### config.mk
export PLATFORM = sky130hd
export DESIGN_NAME = centered_moving_average
export DESIGN_NICKNAME = d
export VERILOG_FILES = /design/src/sv/cma_pkg.sv /design/src/sv/cma_queue.sv /design/src/sv/cma_front.sv /design/src/sv/cma_back.sv /design/src/sv/centered_moving_average.sv
export VERILOG_INCLUDE_DIRS = /design/src /design/src/sv
export SDC_FILE = /design/constraint.sdc
export NUM_CORES = 1
export LEC_CHECK = 0
export ABC_CLOCK_PERIOD_IN_PS = 6400
export BUFFER_PORTS_ARGS = -buffer_cell sky130_fd_sc_hd__buf_2
export CAP_MARGIN = 20
export CORE_MARGIN = 3
export CORE_UTILIZATION = 56
export CTS_CLUSTER_SIZE = 28
export DETAILED_ROUTE_END_ITERATION = 6
export GPL_ROUTABILITY_DRIVEN = 0
export GPL_TIMING_DRIVEN = 0
export PLACE_DENSITY = 0.87
export RECOVER_POWER = 50
export REMOVE_ABC_BUFFERS = 1
export SETUP_SLACK_MARGIN = 0.05
export SYNTH_ARGS = -nofsm -noshare
export SYNTH_HDL_FRONTEND = slang
export SYNTH_SLANG_ARGS = --single-unit
### constraint.sdc
create_clock -name clk_i -period 6.4 [get_ports clk_i]
set_input_delay 0.64 -clock clk_i [delete_from_list [all_inputs] [get_ports clk_i]]
set_output_delay 0.64 -clock clk_i [all_outputs]
set_load 0.05 [all_outputs]
### src/sv/centered_moving_average_assert.svh
// assertion macros for the centered moving average block
// no dependencies; defining ASSERT_OFF turns every check into nothing
`ifndef CENTERED_MOVING_AVERAGE_ASSERT_SVH
`define CENTERED_MOVING_AVERAGE_ASSERT_SVH
`ifndef ASSERT_OFF
`define CMA_ASSERT_IMPL(label, clk, rst_n, ante, cons) \
  label: assert property (@(posedge clk) disable iff (!rst_n) (ante) |-> (cons)) \
    else $error("centered_moving_average: check failed");
`define CMA_ASSERT_NEXT(label, clk, rst_n, ante, cons) \
  label: assert property (@(posedge clk) disable iff (!rst_n) (ante) |=> (cons)) \
    else $error("centered_moving_average: check failed");
`else
`define CMA_ASSERT_IMPL(label, clk, rst_n, ante, cons)
`define CMA_ASSERT_NEXT(label, clk, rst_n, ante, cons)
`endif
`endif

### src/sv/cma_pkg.sv
// shared constants and state types of the centered moving average block
// no dependencies
package cma_pkg;

  localparam int unsigned SAMPLE_W            = 16;
  localparam int unsigned AVG_W               = 24;
  localparam int unsigned FRAC_W              = 8;
  localparam int unsigned HW_W                = 4;
  localparam logic [HW_W-1:0] HW_RESET        = 4'd1;
  localparam int unsigned MAX_HALF_WINDOW_DEF = 8;
  localparam int unsigned QUEUE_DEPTH_DEF     = 2;

  typedef enum logic [1:0] {
    F_IDLE,
    F_SUM,
    F_PUSH
  } front_state_e;

  typedef enum logic [1:0] {
    B_IDLE,
    B_DIV,
    B_DONE
  } back_state_e;

endpackage

### src/sv/cma_queue.sv
// small job queue between the front and the back of the averager
// depends on cma_pkg for the default depth
module cma_queue #(
  parameter int unsigned Width = 1,
  parameter int unsigned Depth = cma_pkg::QUEUE_DEPTH_DEF,
  localparam int unsigned PtrW = (Depth > 1) ? $clog2(Depth) : 1,
  localparam int unsigned CntW = $clog2(Depth + 1)
) (
  input  logic             clk_i,
  input  logic             rst_ni,
  input  logic             push_valid_i,
  output logic             push_ready_o,
  input  logic [Width-1:0] push_data_i,
  output logic             pop_valid_o,
  input  logic             pop_ready_i,
  output logic [Width-1:0] pop_data_o
);

  logic [Width-1:0] mem_q [Depth];
  logic [PtrW-1:0]  wr_q, wr_d, rd_q, rd_d;
  logic [CntW-1:0]  cnt_q, cnt_d;
  logic             push_fire, pop_fire;

  assign push_ready_o = (cnt_q != CntW'(Depth));
  assign pop_valid_o  = (cnt_q != '0);
  assign pop_data_o   = mem_q[rd_q];
  assign push_fire    = push_valid_i && push_ready_o;
  assign pop_fire     = pop_valid_o && pop_ready_i;

  always_comb begin
    wr_d  = wr_q;
    rd_d  = rd_q;
    cnt_d = cnt_q;
    if (push_fire) begin
      wr_d = (wr_q == PtrW'(Depth - 1)) ? '0 : wr_q + PtrW'(1);
    end
    if (pop_fire) begin
      rd_d = (rd_q == PtrW'(Depth - 1)) ? '0 : rd_q + PtrW'(1);
    end
    if (push_fire && !pop_fire) begin
      cnt_d = cnt_q + CntW'(1);
    end else if (pop_fire && !push_fire) begin
      cnt_d = cnt_q - CntW'(1);
    end
  end

  always_ff @(posedge clk_i or negedge rst_ni) begin
    if (!rst_ni) begin
      wr_q  <= '0;
      rd_q  <= '0;
      cnt_q <= '0;
    end else begin
      wr_q  <= wr_d;
      rd_q  <= rd_d;
      cnt_q <= cnt_d;
    end
  end

  always_ff @(posedge clk_i) begin
    if (push_fire) begin
      mem_q[wr_q] <= push_data_i;
    end
  end

endmodule

### src/sv/cma_front.sv
// front of the averager: takes items, keeps the sample window and the
// half-window register, and sums each result window one tap per cycle
// depends on cma_pkg and centered_moving_average_assert.svh
`include "centered_moving_average_assert.svh"

module cma_front #(
  parameter int unsigned MaxHalfWindow = cma_pkg::MAX_HALF_WINDOW_DEF,
  localparam int unsigned Depth = 2 * MaxHalfWindow + 1,
  localparam int unsigned IdxW  = $clog2(Depth),
  localparam int unsigned CntW  = $clog2(Depth + 1),
  localparam int unsigned SumW  = cma_pkg::SAMPLE_W + IdxW
) (
  input  logic                                clk_i,
  input  logic                                rst_ni,
  input  logic                                cfg_we_i,
  input  logic [cma_pkg::HW_W-1:0]            cfg_wdata_i,
  input  logic                                in_valid_i,
  output logic                                in_ready_o,
  input  logic signed [cma_pkg::SAMPLE_W-1:0] sample_i,
  input  logic                                end_of_sequence_i,
  output logic                                job_valid_o,
  input  logic                                job_ready_i,
  output logic signed [SumW-1:0]              job_sum_o,
  output logic [CntW-1:0]                     job_count_o,
  output logic                                job_last_o
);

  cma_pkg::front_state_e state_q, state_d;

  logic [cma_pkg::HW_W-1:0]            hw_q;
  logic signed [cma_pkg::SAMPLE_W-1:0] store_q [Depth];
  logic signed [cma_pkg::SAMPLE_W-1:0] store_d [Depth];
  logic [CntW-1:0]                     seen_q, seen_d;
  logic [CntW-1:0]                     fill_q, fill_d;
  logic [IdxW-1:0]                     centre_q, centre_d;
  logic [IdxW-1:0]                     half_q, half_d;
  logic [IdxW-1:0]                     tap_q, tap_d;
  logic                                flush_q, flush_d;
  logic signed [SumW-1:0]              acc_q, acc_d;

  logic [IdxW-1:0] half_eff, first_centre, left_w, lim_w;
  logic [CntW-1:0] fill_new, first_pos, pos_w;
  logic            in_fire;

  // window bounds of the current result
  assign half_eff     = (32'(hw_q) > MaxHalfWindow) ? IdxW'(MaxHalfWindow) : IdxW'(hw_q);
  assign fill_new     = (seen_q < CntW'(Depth)) ? seen_q + CntW'(1) : seen_q;
  assign first_pos    = fill_new - CntW'(1);
  assign first_centre = (first_pos < CntW'(half_eff)) ? IdxW'(first_pos) : half_eff;
  assign pos_w        = fill_q - CntW'(1) - CntW'(centre_q);
  assign left_w       = (pos_w < CntW'(half_q)) ? IdxW'(pos_w) : half_q;
  assign lim_w        = centre_q + left_w;
  assign in_fire      = in_valid_i && in_ready_o;

  always_comb begin
    store_d[0] = sample_i;
    for (int i = 1; i < Depth; i++) begin
      store_d[i] = store_q[i-1];
    end
  end

  // next state
  always_comb begin
    state_d  = state_q;
    seen_d   = seen_q;
    fill_d   = fill_q;
    centre_d = centre_q;
    half_d   = half_q;
    tap_d    = tap_q;
    flush_d  = flush_q;
    acc_d    = acc_q;
    unique case (state_q)
      cma_pkg::F_IDLE: begin
        if (in_fire) begin
          half_d  = half_eff;
          fill_d  = fill_new;
          flush_d = end_of_sequence_i;
          tap_d   = '0;
          acc_d   = '0;
          if (end_of_sequence_i) begin
            seen_d   = '0;
            centre_d = first_centre;
            state_d  = cma_pkg::F_SUM;
          end else begin
            seen_d   = fill_new;
            centre_d = half_eff;
            if (fill_new > CntW'(half_eff)) begin
              state_d = cma_pkg::F_SUM;
            end
          end
        end
      end
      cma_pkg::F_SUM: begin
        acc_d = acc_q + SumW'(store_q[tap_q]);
        if (tap_q == lim_w) begin
          state_d = cma_pkg::F_PUSH;
        end else begin
          tap_d = tap_q + IdxW'(1);
        end
      end
      cma_pkg::F_PUSH: begin
        if (job_ready_i) begin
          if (flush_q && centre_q != '0) begin
            centre_d = centre_q - IdxW'(1);
            tap_d    = '0;
            acc_d    = '0;
            state_d  = cma_pkg::F_SUM;
          end else begin
            state_d = cma_pkg::F_IDLE;
          end
        end
      end
      default: state_d = cma_pkg::F_IDLE;
    endcase
  end

  // outputs
  always_comb begin
    in_ready_o  = (state_q == cma_pkg::F_IDLE);
    job_valid_o = (state_q == cma_pkg::F_PUSH);
    job_sum_o   = acc_q;
    job_count_o = CntW'(lim_w) + CntW'(1);
    job_last_o  = flush_q && (centre_q == '0);
  end

  always_ff @(posedge clk_i or negedge rst_ni) begin
    if (!rst_ni) begin
      state_q <= cma_pkg::F_IDLE;
      seen_q  <= '0;
      hw_q    <= cma_pkg::HW_RESET;
    end else begin
      state_q <= state_d;
      seen_q  <= seen_d;
      if (cfg_we_i) begin
        hw_q <= cfg_wdata_i;
      end
    end
  end

  always_ff @(posedge clk_i) begin
    fill_q   <= fill_d;
    centre_q <= centre_d;
    half_q   <= half_d;
    tap_q    <= tap_d;
    flush_q  <= flush_d;
    acc_q    <= acc_d;
    if (in_fire) begin
      store_q <= store_d;
    end
  end

  `CMA_ASSERT_IMPL(a_tap_in_window, clk_i, rst_ni, state_q == cma_pkg::F_SUM, tap_q <= lim_w)
  `CMA_ASSERT_NEXT(a_last_job_ends, clk_i, rst_ni, job_valid_o && job_ready_i && job_last_o, state_q == cma_pkg::F_IDLE)

endmodule

### src/sv/cma_back.sv
// back of the averager: divides each window sum, scaled by 256, by its
// sample count one quotient bit per cycle and holds the result for output
// depends on cma_pkg and centered_moving_average_assert.svh
`include "centered_moving_average_assert.svh"

module cma_back #(
  parameter int unsigned MaxHalfWindow = cma_pkg::MAX_HALF_WINDOW_DEF,
  localparam int unsigned Depth = 2 * MaxHalfWindow + 1,
  localparam int unsigned IdxW  = $clog2(Depth),
  localparam int unsigned CntW  = $clog2(Depth + 1),
  localparam int unsigned SumW  = cma_pkg::SAMPLE_W + IdxW,
  localparam int unsigned DivW  = SumW + cma_pkg::FRAC_W,
  localparam int unsigned StepW = $clog2(DivW)
) (
  input  logic                             clk_i,
  input  logic                             rst_ni,
  input  logic                             job_valid_i,
  output logic                             job_ready_o,
  input  logic signed [SumW-1:0]           job_sum_i,
  input  logic [CntW-1:0]                  job_count_i,
  input  logic                             job_last_i,
  output logic                             out_valid_o,
  input  logic                             out_ready_i,
  output logic signed [cma_pkg::AVG_W-1:0] average_o,
  output logic                             last_result_o
);

  cma_pkg::back_state_e state_q, state_d;

  logic [DivW-1:0]                  quo_q, quo_d;
  logic [CntW-1:0]                  rem_q, rem_d;
  logic [CntW-1:0]                  divisor_q, divisor_d;
  logic [StepW-1:0]                 step_q, step_d;
  logic                             neg_q, neg_d;
  logic                             last_q, last_d;
  logic                             out_valid_q, out_valid_d;
  logic signed [cma_pkg::AVG_W-1:0] avg_q, avg_d;
  logic                             out_last_q, out_last_d;

  logic signed [DivW-1:0] dividend;
  logic [DivW-1:0]        magnitude, result;
  logic [CntW:0]          trial;
  logic                   fits, load_out;

  assign dividend  = {job_sum_i, {cma_pkg::FRAC_W{1'b0}}};
  assign magnitude = job_sum_i[SumW-1] ? DivW'(-dividend) : DivW'(dividend);
  assign trial     = {rem_q, quo_q[DivW-1]};
  assign fits      = (trial >= {1'b0, divisor_q});
  assign result    = neg_q ? -quo_q : quo_q;
  assign load_out  = (state_q == cma_pkg::B_DONE) && (!out_valid_q || out_ready_i);

  // next state
  always_comb begin
    state_d   = state_q;
    quo_d     = quo_q;
    rem_d     = rem_q;
    divisor_d = divisor_q;
    step_d    = step_q;
    neg_d     = neg_q;
    last_d    = last_q;
    unique case (state_q)
      cma_pkg::B_IDLE: begin
        if (job_valid_i) begin
          quo_d     = magnitude;
          rem_d     = '0;
          divisor_d = job_count_i;
          step_d    = '0;
          neg_d     = job_sum_i[SumW-1];
          last_d    = job_last_i;
          state_d   = cma_pkg::B_DIV;
        end
      end
      cma_pkg::B_DIV: begin
        rem_d  = fits ? CntW'(trial - {1'b0, divisor_q}) : trial[CntW-1:0];
        quo_d  = {quo_q[DivW-2:0], fits};
        step_d = step_q + StepW'(1);
        if (step_q == StepW'(DivW - 1)) begin
          state_d = cma_pkg::B_DONE;
        end
      end
      cma_pkg::B_DONE: begin
        if (load_out) begin
          state_d = cma_pkg::B_IDLE;
        end
      end
      default: state_d = cma_pkg::B_IDLE;
    endcase
  end

  // outputs
  always_comb begin
    job_ready_o   = (state_q == cma_pkg::B_IDLE);
    out_valid_d   = out_valid_q;
    avg_d         = avg_q;
    out_last_d    = out_last_q;
    if (load_out) begin
      out_valid_d = 1'b1;
      avg_d       = result[cma_pkg::AVG_W-1:0];
      out_last_d  = last_q;
    end else if (out_ready_i) begin
      out_valid_d = 1'b0;
    end
    out_valid_o   = out_valid_q;
    average_o     = avg_q;
    last_result_o = out_last_q;
  end

  always_ff @(posedge clk_i or negedge rst_ni) begin
    if (!rst_ni) begin
      state_q     <= cma_pkg::B_IDLE;
      out_valid_q <= 1'b0;
    end else begin
      state_q     <= state_d;
      out_valid_q <= out_valid_d;
    end
  end

  always_ff @(posedge clk_i) begin
    quo_q      <= quo_d;
    rem_q      <= rem_d;
    divisor_q  <= divisor_d;
    step_q     <= step_d;
    neg_q      <= neg_d;
    last_q     <= last_d;
    avg_q      <= avg_d;
    out_last_q <= out_last_d;
  end

  `CMA_ASSERT_IMPL(a_divisor_nonzero, clk_i, rst_ni, state_q == cma_pkg::B_DIV, divisor_q != '0)
  `CMA_ASSERT_IMPL(a_rem_below_divisor, clk_i, rst_ni, state_q == cma_pkg::B_DIV, rem_q < divisor_q)

endmodule

### src/sv/centered_moving_average.sv
// Centered moving average over a marked stream of signed 16-bit samples.
// Input channel: in_valid_i/in_ready_o with sample_i and end_of_sequence_i.
// Output channel: out_valid_o/out_ready_i with average_o (signed, 8 fraction
// bits, truncated toward zero) and last_result_o on the final position.
// half_window is written through cfg_we_i/cfg_wdata_i, by the user only while idle;
// the block does not enforce it. Reset value 1; values above MaxHalfWindow act as
// MaxHalfWindow. An ordinary item gives at most one result; a marked last item
// gives up to half_window+1 results, the final one flagged, and starts a new sequence.
// The front sums each result window one tap per cycle, and the back divides one
// quotient bit per cycle and sets the throughput. An input item is taken again
// once the front has queued all of its sums. Each result goes from the front's
// sum through the queue and the back's divider to the registered output.
// Reset empties the queue, clears the sequence count and restores half_window.
// When the receiver stalls, the result register holds, the back waits with a
// finished quotient, the queue fills, and then the input side stops.
module centered_moving_average #(
  parameter int unsigned MaxHalfWindow = cma_pkg::MAX_HALF_WINDOW_DEF,
  parameter int unsigned QueueDepth    = cma_pkg::QUEUE_DEPTH_DEF
) (
  input  logic                                clk_i,
  input  logic                                rst_ni,
  input  logic                                cfg_we_i,
  input  logic [cma_pkg::HW_W-1:0]            cfg_wdata_i,
  input  logic                                in_valid_i,
  output logic                                in_ready_o,
  input  logic signed [cma_pkg::SAMPLE_W-1:0] sample_i,
  input  logic                                end_of_sequence_i,
  output logic                                out_valid_o,
  input  logic                                out_ready_i,
  output logic signed [cma_pkg::AVG_W-1:0]    average_o,
  output logic                                last_result_o
);

  localparam int unsigned Depth = 2 * MaxHalfWindow + 1;
  localparam int unsigned IdxW  = $clog2(Depth);
  localparam int unsigned CntW  = $clog2(Depth + 1);
  localparam int unsigned SumW  = cma_pkg::SAMPLE_W + IdxW;
  localparam int unsigned JobW  = SumW + CntW + 1;

  logic                   fq_valid, fq_ready, qb_valid, qb_ready;
  logic signed [SumW-1:0] f_sum, b_sum;
  logic [CntW-1:0]        f_count, b_count;
  logic                   f_last, b_last;
  logic [JobW-1:0]        push_job, pop_job;

  cma_front #(
    .MaxHalfWindow(MaxHalfWindow)
  ) u_front (
    .clk_i             (clk_i),
    .rst_ni            (rst_ni),
    .cfg_we_i          (cfg_we_i),
    .cfg_wdata_i       (cfg_wdata_i),
    .in_valid_i        (in_valid_i),
    .in_ready_o        (in_ready_o),
    .sample_i          (sample_i),
    .end_of_sequence_i (end_of_sequence_i),
    .job_valid_o       (fq_valid),
    .job_ready_i       (fq_ready),
    .job_sum_o         (f_sum),
    .job_count_o       (f_count),
    .job_last_o        (f_last)
  );

  assign push_job = {f_sum, f_count, f_last};
  assign b_sum    = pop_job[JobW-1 -: SumW];
  assign b_count  = pop_job[CntW:1];
  assign b_last   = pop_job[0];

  cma_queue #(
    .Width(JobW),
    .Depth(QueueDepth)
  ) u_queue (
    .clk_i        (clk_i),
    .rst_ni       (rst_ni),
    .push_valid_i (fq_valid),
    .push_ready_o (fq_ready),
    .push_data_i  (push_job),
    .pop_valid_o  (qb_valid),
    .pop_ready_i  (qb_ready),
    .pop_data_o   (pop_job)
  );

  cma_back #(
    .MaxHalfWindow(MaxHalfWindow)
  ) u_back (
    .clk_i         (clk_i),
    .rst_ni        (rst_ni),
    .job_valid_i   (qb_valid),
    .job_ready_o   (qb_ready),
    .job_sum_i     (b_sum),
    .job_count_i   (b_count),
    .job_last_i    (b_last),
    .out_valid_o   (out_valid_o),
    .out_ready_i   (out_ready_i),
    .average_o     (average_o),
    .last_result_o (last_result_o)
  );

endmodule

==> results.cfg, run 1 <==
[pwr]
cellPowerDensity_mw_per_mm2 = 532
vdd_drop_max_v = 0.000267
power.leakage_uw = 0.00791
power.total_uw = 12000

[run_status]
status = complete, but fails checks
violations = max-capacitance violations, max-slew violations

[layout]
n_antenna_cell = 0
final_area_mm2 = 0.0225
areaGrowthSynthToFinish_pct = 11.8
nFillCells = 2301
final_nets = 1416
drive_gt1_share_pct = 16.6
fin_cells = 1819

[cts]
cts_max_level = 2
clock_latency_ps = 560
cts_buffers = 44
cts_tree = yes
cts_root_buffer = clkbuf_16
clock-sinks = 456
postCtsResizedCells = 0
holdBufCountCts = 0
post_cts_buffers = 0
clk_pin_slew_ps = 60
clockBufferDepth = 3

[timing]
hold-worst-slack_ps = 250
slew_viol_final = 80
layout_min_cycle_time_ps = 5540
rsz0062_at_grt = false
worst_pin_slew_ps = 1780
relSlewSlack_pct = -18.6
setup_viol_count_final = 0
finalHoldViolations = 0
fin_crit_sh_pct = 86.5
skew_ps = 34.4
timing.fmax_mhz = 181

[synthesis]
synth_top_cell_area_share_pct = 65.4
synth-simple-area-share_pct = 6.56
ys_async_sr_fraction_pct = 3.95
ys_ff_latch = 456
yosysUniqueCellTypes = 67
synthAdderAreaFrac_pct = 3.76
synthXorXnorAreaFrac_pct = 3.83
avgSynthCellArea_um2 = 15.9
ys.flop_type = edfxtp_1
synth_area_leaders = edfxtp_1 (65%), mux4_2 (8.7%), ha_1 (3.4%)
synth_top_area_cell = edfxtp_1
synth-edff-count = 438
synth-compound-area-share_pct = 5.38
muxShareOfSynthArea_pct = 10.8
synth_top_family_by_area = multiplexers
mappedNetlistArea_mm2 = 0.0201
synthCells = 1264
yosysSeqAreaShare_pct = 67.7
yosysWarnings = 0

[drt]
drt-initial-drc-count = 1227
detail-route-antenna-nets = 0
drt-pass1-iter-count = 5
route.vias.total = 11000
drc_errors = 0
avgViaCountPerCell = 6.03
wl_mm = 36.6
wl_per_cell_um = 20.1

[setup_path]
endpoint_kind = flop
crit_arrival_ps = 5780
start_kind = flop
path_class = reg2reg
critPathRequiredTime_ps = 6650
path_max_fanout = 13

[die]
start_util_pct = 57.5
die_w_um = 195
fp.dieH_um = 195
ioPinCount = 53
rows = 68
core-area_mm2 = 0.0350
dieArea_mm2 = 0.0382

[placed_design]
io_buffers = 52
dp_hpwl_mm = 23.8
placed_cells = 1741
post_dp_cell_area_mm2 = 0.0212

[grt]
antenna_found_initial = 0
grt_util_all_layers_pct = 19.0
grt_max_degree = 150
grt_pass1_wl_mm = 58.8
grt_overflow = 0
grt_pass1_vias = 11000

[flow_run]
max_cap_violations = 2

[min_path]
hold_class = in2reg
-- synthesized netlist by cell type, drive strengths merged (15+ instances only) --
master / n
o21ai: 77
dfrtp: 17
mux2i: 24
nand2: 78
xor2: 22
nand3: 20
mux2: 15
mux4: 78
nor2: 67
buf: 16
clkbuf: 32
edfxtp: 438
xnor2: 66
nor2b: 16
nand2b: 17
inv: 60
a21oi: 24
nor3: 19
ha: 54
-- registers in the layout, indices dropped and copies added (netlist names), 16 cells and up --
register / cells
u_front.store_d: 256
u_queue.mem_q: 54
u_back.quo_q: 29
u_back.average_o: 24
u_front.job_sum_o: 21
u_front.store_q: 16
-- final timing paths --
path,from,slack [ps],endpoint,cells past startpoint
min reg2reg,u_front.store_d[237],420,u_front.store_d[221],0
max in group asynchronous,rst_ni,5410,u_back.out_valid_o,1
max reg2reg,u_front.tap_q[0],860,u_front.job_sum_o[16],17
min in group asynchronous,rst_ni,290,u_front.seen_q[0],1
max,u_front.tap_q[0],860,u_front.job_sum_o[16],17
min,sample_i[15],250,u_front.store_d[255],1
-- stage by stage --
| step | utilization, % | setup WS, ps | TNS [ps] |
|---|---|---|---|
| finish | 64.3 | 863 | 0 |
| global placement | 59.3 | -2210 | -632430 |
| detailed placement | 60.6 | 1050 | 0 |
| global route | 64.3 | 660 | 0 |
| CTS | 64.5 | 958 | 0 |
| floorplan | - | -1120 | -316360 |
-- layout by cell type (no fill, tap or decap), types with 4 or more instances in the layout --
| cell | count |
|---|---|
| a211oi_1 | 5 |
| a21o_1 | 14 |
| a21oi_1 | 24 |
| and2_0 | 6 |
| and2_1 | 4 |
| buf_16 | 13 |
| buf_2 | 40 |
| clkbuf_1 | 24 |
| clkbuf_16 | 44 |
| clkinv_1 | 6 |
| clkinv_2 | 10 |
| dfrtp_1 | 17 |
| edfxtp_1 | 438 |
| fa_1 | 4 |
| ha_1 | 54 |
| inv_1 | 59 |
| mux2_2 | 15 |
| mux2i_1 | 24 |
| mux4_2 | 78 |
| nand2_1 | 78 |
| nand2b_1 | 17 |
| nand3_1 | 20 |
| nor2_1 | 67 |
| nor2b_1 | 16 |
| nor3_1 | 19 |
| nor3b_1 | 8 |
| o21a_1 | 6 |
| o21ai_0 | 73 |
| o21ai_1 | 4 |
| o31ai_1 | 8 |
| o41ai_1 | 4 |
| or3_1 | 6 |
| or3_4 | 4 |
| xnor2_1 | 66 |
| xor2_1 | 22 |
-- cell type report --
| type | count | area (um^2) | share of cell area, % |
|---|---|---|---|
| multi-input cells | 700 | 6090 | 27.1 |
| clock buffers | 54 | 1140 | 5.07 |
| inverters | 60 | 233 | 1.04 |
| clock inverters | 24 | 204 | 0.907 |
| flip-flops and latches | 456 | 13600 | 60.5 |
| repair buffers | 70 | 637 | 2.83 |
| well taps | 455 | 569 | 2.53 |
-- logic make-up after synthesis --
kind of cell    Yosys count
fa+ha+maj                58
flops                   456
xor+xnor                 88
compound gates          171
simple gates            266
buf+inv                 108
mux                     117
-- critical path: stages (launching register included) --
cell       delay, ps
edfxtp_1         860
buf_16           250
buf_16           170
mux4_2           530
mux4_2           490
inv_1             60
o21ai_0          130
ha_1             280
inv_1             80
fa_1             200
nor2b_1           90
o31ai_1          470
a211oi_1         180
a2111oi_0        780
buf_1            270
o21ai_0          170
xnor2_1          170
nor2_1            50
-- layer usage --
metal  up-vias  GRT usage (%)  part of all wire, %
met5         -              0                    0
met3        77           3.19                  6.2
li1       4990              -                    -
met1      5489           26.0                   41
met2       411           32.0                   50
met4         0           5.62                  2.3
-- where the power goes --
part	internal, uW	leakage (uW)	total [uW]	switching [uW]
logic	2140	0.00292	4650	2510
clock network	1350	0.000656	2420	1070
registers	4320	0.00434	4880	559
Note: power is estimated with default switching activity, not from simulation.
==> run 2: changes to the inputs <==
- ABC_AREA: unset -> 1
- CELL_PAD_IN_SITES_DETAIL_PLACEMENT: unset -> 1
- CELL_PAD_IN_SITES_GLOBAL_PLACEMENT: unset -> 1
- CORE_UTILIZATION: 56 -> 46
==> results.cfg, run 2 <==
[run_status]
status = complete, but fails checks
violations = max-capacitance violations, max-slew violations

[layout]
n_antenna_cell = 0
final_nets = 2020
mostFrequentLayoutCells = edfxtp_1 (438), nand2_1 (306), nor2_1 (233)
largest_reg_flops = 256
final_common_cell = edfxtp_1
drive_gt1_share_pct = 7.16
areaGrowthSynthToFinish_pct = 13.1
nFillCells = 4632

[synthesis]
avgSynthCellArea_um2 = 11.1
synth_top_cell_area_share_pct = 63.4
synthTopCellsByCount = edfxtp_1 (438), nand2_1 (307), nor2_1 (239)
ys_ff_latch = 456
synthCells = 1876
synth_top_family_by_area = simple AND/OR/NAND/NOR gates
yosysSeqAreaShare_pct = 65.6
synth-compound-area-share_pct = 11.4
synthAdderAreaFrac_pct = 3.64
yosysUniqueCellTypes = 45
synth-simple-area-share_pct = 12.7
ys_async_sr_fraction_pct = 3.95
synth_most_common_cell = edfxtp_1
synth-edff-count = 438
yosysWarnings = 0
synth_area_leaders = edfxtp_1 (63%), nand2_1 (5.6%), o21ai_0 (5.2%)
ys.flop_type = edfxtp_1
synth_top_area_cell = edfxtp_1
mappedNetlistArea_mm2 = 0.0208
muxShareOfSynthArea_pct = 0
synthXorXnorAreaFrac_pct = 2.41

[setup_path]
critPathRequiredTime_ps = 6830
crit_arrival_ps = 5380
path_class = reg2reg
path_max_fanout = 49
rrSetupSlack_ps = 1440
reg2regPathDepth = 18
cp-startpoint = u_front.tap_q[1]
start_kind = flop
reg2reg_from = u_front.tap_q[1]
cp_slowest_cell = edfxtp_1
slowest_delay_ps = 790
crit_chain = buf_16 -> buf_8 -> inv_2 -> buf_12 -> nand4_1 -> inv_1 -> nand2_1 -> nand2_1 -> ha_1 -> inv_1 -> fa_1 -> inv_1 -> nand3_1 -> nand2_1 -> a31oi_1 -> o21ai_0 -> o21ai_0 -> a21oi_1
reg2reg_to = u_front.job_sum_o[10]
endpoint_kind = flop
crit_end = u_front.job_sum_o[10]

[grt]
grt_max_degree = 98
grt_util_all_layers_pct = 21.6
grt_pass1_vias = 15700
grt_overflow = 0
antenna_found_initial = 0
grt_pass1_wl_mm = 82.7

[timing]
setup_tns_ps = 0
timing.fmax_mhz = 202
slew_viol_final = 23
setup_viol_count_final = 0
skew_ps = 25.4
rsz0062_at_grt = false
relSlewSlack_pct = -6.17
finalHoldViolations = 0
worst_pin_slew_ps = 1590
layout_min_cycle_time_ps = 4960
fin_crit_sh_pct = 77.4
layout_setup_ws_ps = 1440

[cts]
clockBufferDepth = 3
clock_latency_ps = 580
clock-sinks = 456
cts_buffers = 48
clk_pin_slew_ps = 60
cts_max_level = 2
postCtsResizedCells = 0
post_cts_buffers = 0
holdBufCountCts = 0
cts_root_buffer = clkbuf_16
cts_tree = yes

[pwr]
vdd_drop_max_v = 0.000284
power.leakage_uw = 0.00899
cellPowerDensity_mw_per_mm2 = 583

[drt]
drt-pass1-iter-count = 5
detail-route-antenna-nets = 0
drc_errors = 0
route.vias.total = 14400
wl_mm = 51.0
avgViaCountPerCell = 5.61
wl_per_cell_um = 19.9
drt-initial-drc-count = 1060

[die]
fp.dieH_um = 218
die_w_um = 218
core-area_mm2 = 0.0444
dieArea_mm2 = 0.0477
ioPinCount = 53
start_util_pct = 46.7
rows = 77

[placed_design]
dp_hpwl_mm = 35.1
io_buffers = 52
post-place-ws_ps = 1540

[min_path]
hold_class = in2reg

[flow_run]
max_cap_violations = 1
[run 2: cell count changes after synthesis, sizes merged, moves of 29 or more]
cell / before / now
nor2: 67 / 243
a22o: 0 / 29
mux4: 78 / 0
inv: 60 / 163
a21oi: 24 / 68
xnor2: 66 / 13
o21ai: 77 / 240
o22ai: 3 / 64
nand3: 20 / 66
nand2: 78 / 310
[run 2: metrics by stage]
step | total power [uW] | util [%] | instance area (um^2) | instances | hold WS (ps)
final | 13700 | 52.8 | 23500 | 2562 | 229
after global routing | 14600 | 52.8 | 23500 | 2562 | 204
after CTS | 13800 | 53.0 | 23500 | 2562 | 8.58
after detailed placement | 11000 | 49.7 | 22100 | 2478 | 424
after global placement | 9960 | 48.3 | 21500 | 2452 | 425
after floorplan | 8770 | - | 20500 | 1808 | 344
[run 2: logic make-up after synthesis]
group	after synthesis
DFF	456
adders and majority gates	58
xor gates and xnor gates	57
buffers and inverters	233
AOI/OAI and AO/OA	420
and+or+nand+nor	652
[run 2: critical path, delay by kind of cell, from the launching register on]
kind	cells	cell delay [ps]
buffers and inverters	7	1860
AOI/OAI and AO/OA	4	820
DFF	1	790
adders and majority gates	2	670
and+or+nand+nor	5	600
[run 2: cell type report]
class | instances | area [um^2] | area share, %
repair buffers | 78 | 782 | 3.33
inverters | 165 | 622 | 2.65
well taps | 592 | 741 | 3.16
clock inverters | 22 | 200 | 0.853
multi-input cells | 1187 | 6270 | 26.7
clock buffers | 62 | 1250 | 5.34
flip-flops and latches | 456 | 13600 | 58.0
[run 2: power breakdown]
part	switching (uW)	leakage [uW]	internal, uW
registers	532	0.00441	4580
clock network	1130	0.000705	1500
logic	4020	0.00388	1930
total	5680	0.00899	8010
[run 2: worst min path at each step]
stage / from / endpoint / slack, ps / depth (start not counted)
detailed placement: u_back.last_q / u_back.last_result_o / 420 / 0
global placement: u_front.store_d[80] / u_front.store_d[64] / 420 / 0
floorplan: rst_ni / u_back.out_valid_o / 340 / 0
finish: sample_i[14] / u_front.store_d[254] / 230 / 1
global route: sample_i[14] / u_front.store_d[254] / 200 / 1
CTS: rst_ni / u_front.seen_q[2] / 9 / 1
[run 2: per-layer routing]
layer | GRT usage, % | wire (um) | up-vias
met3 | 3.14 | 2170 | 122
met5 | 0 | 0 | -
met2 | 39.3 | 26500 | 346
li1 | - | - | 6715
met1 | 25.9 | 20500 | 7187
met4 | 8.31 | 1750 | 0
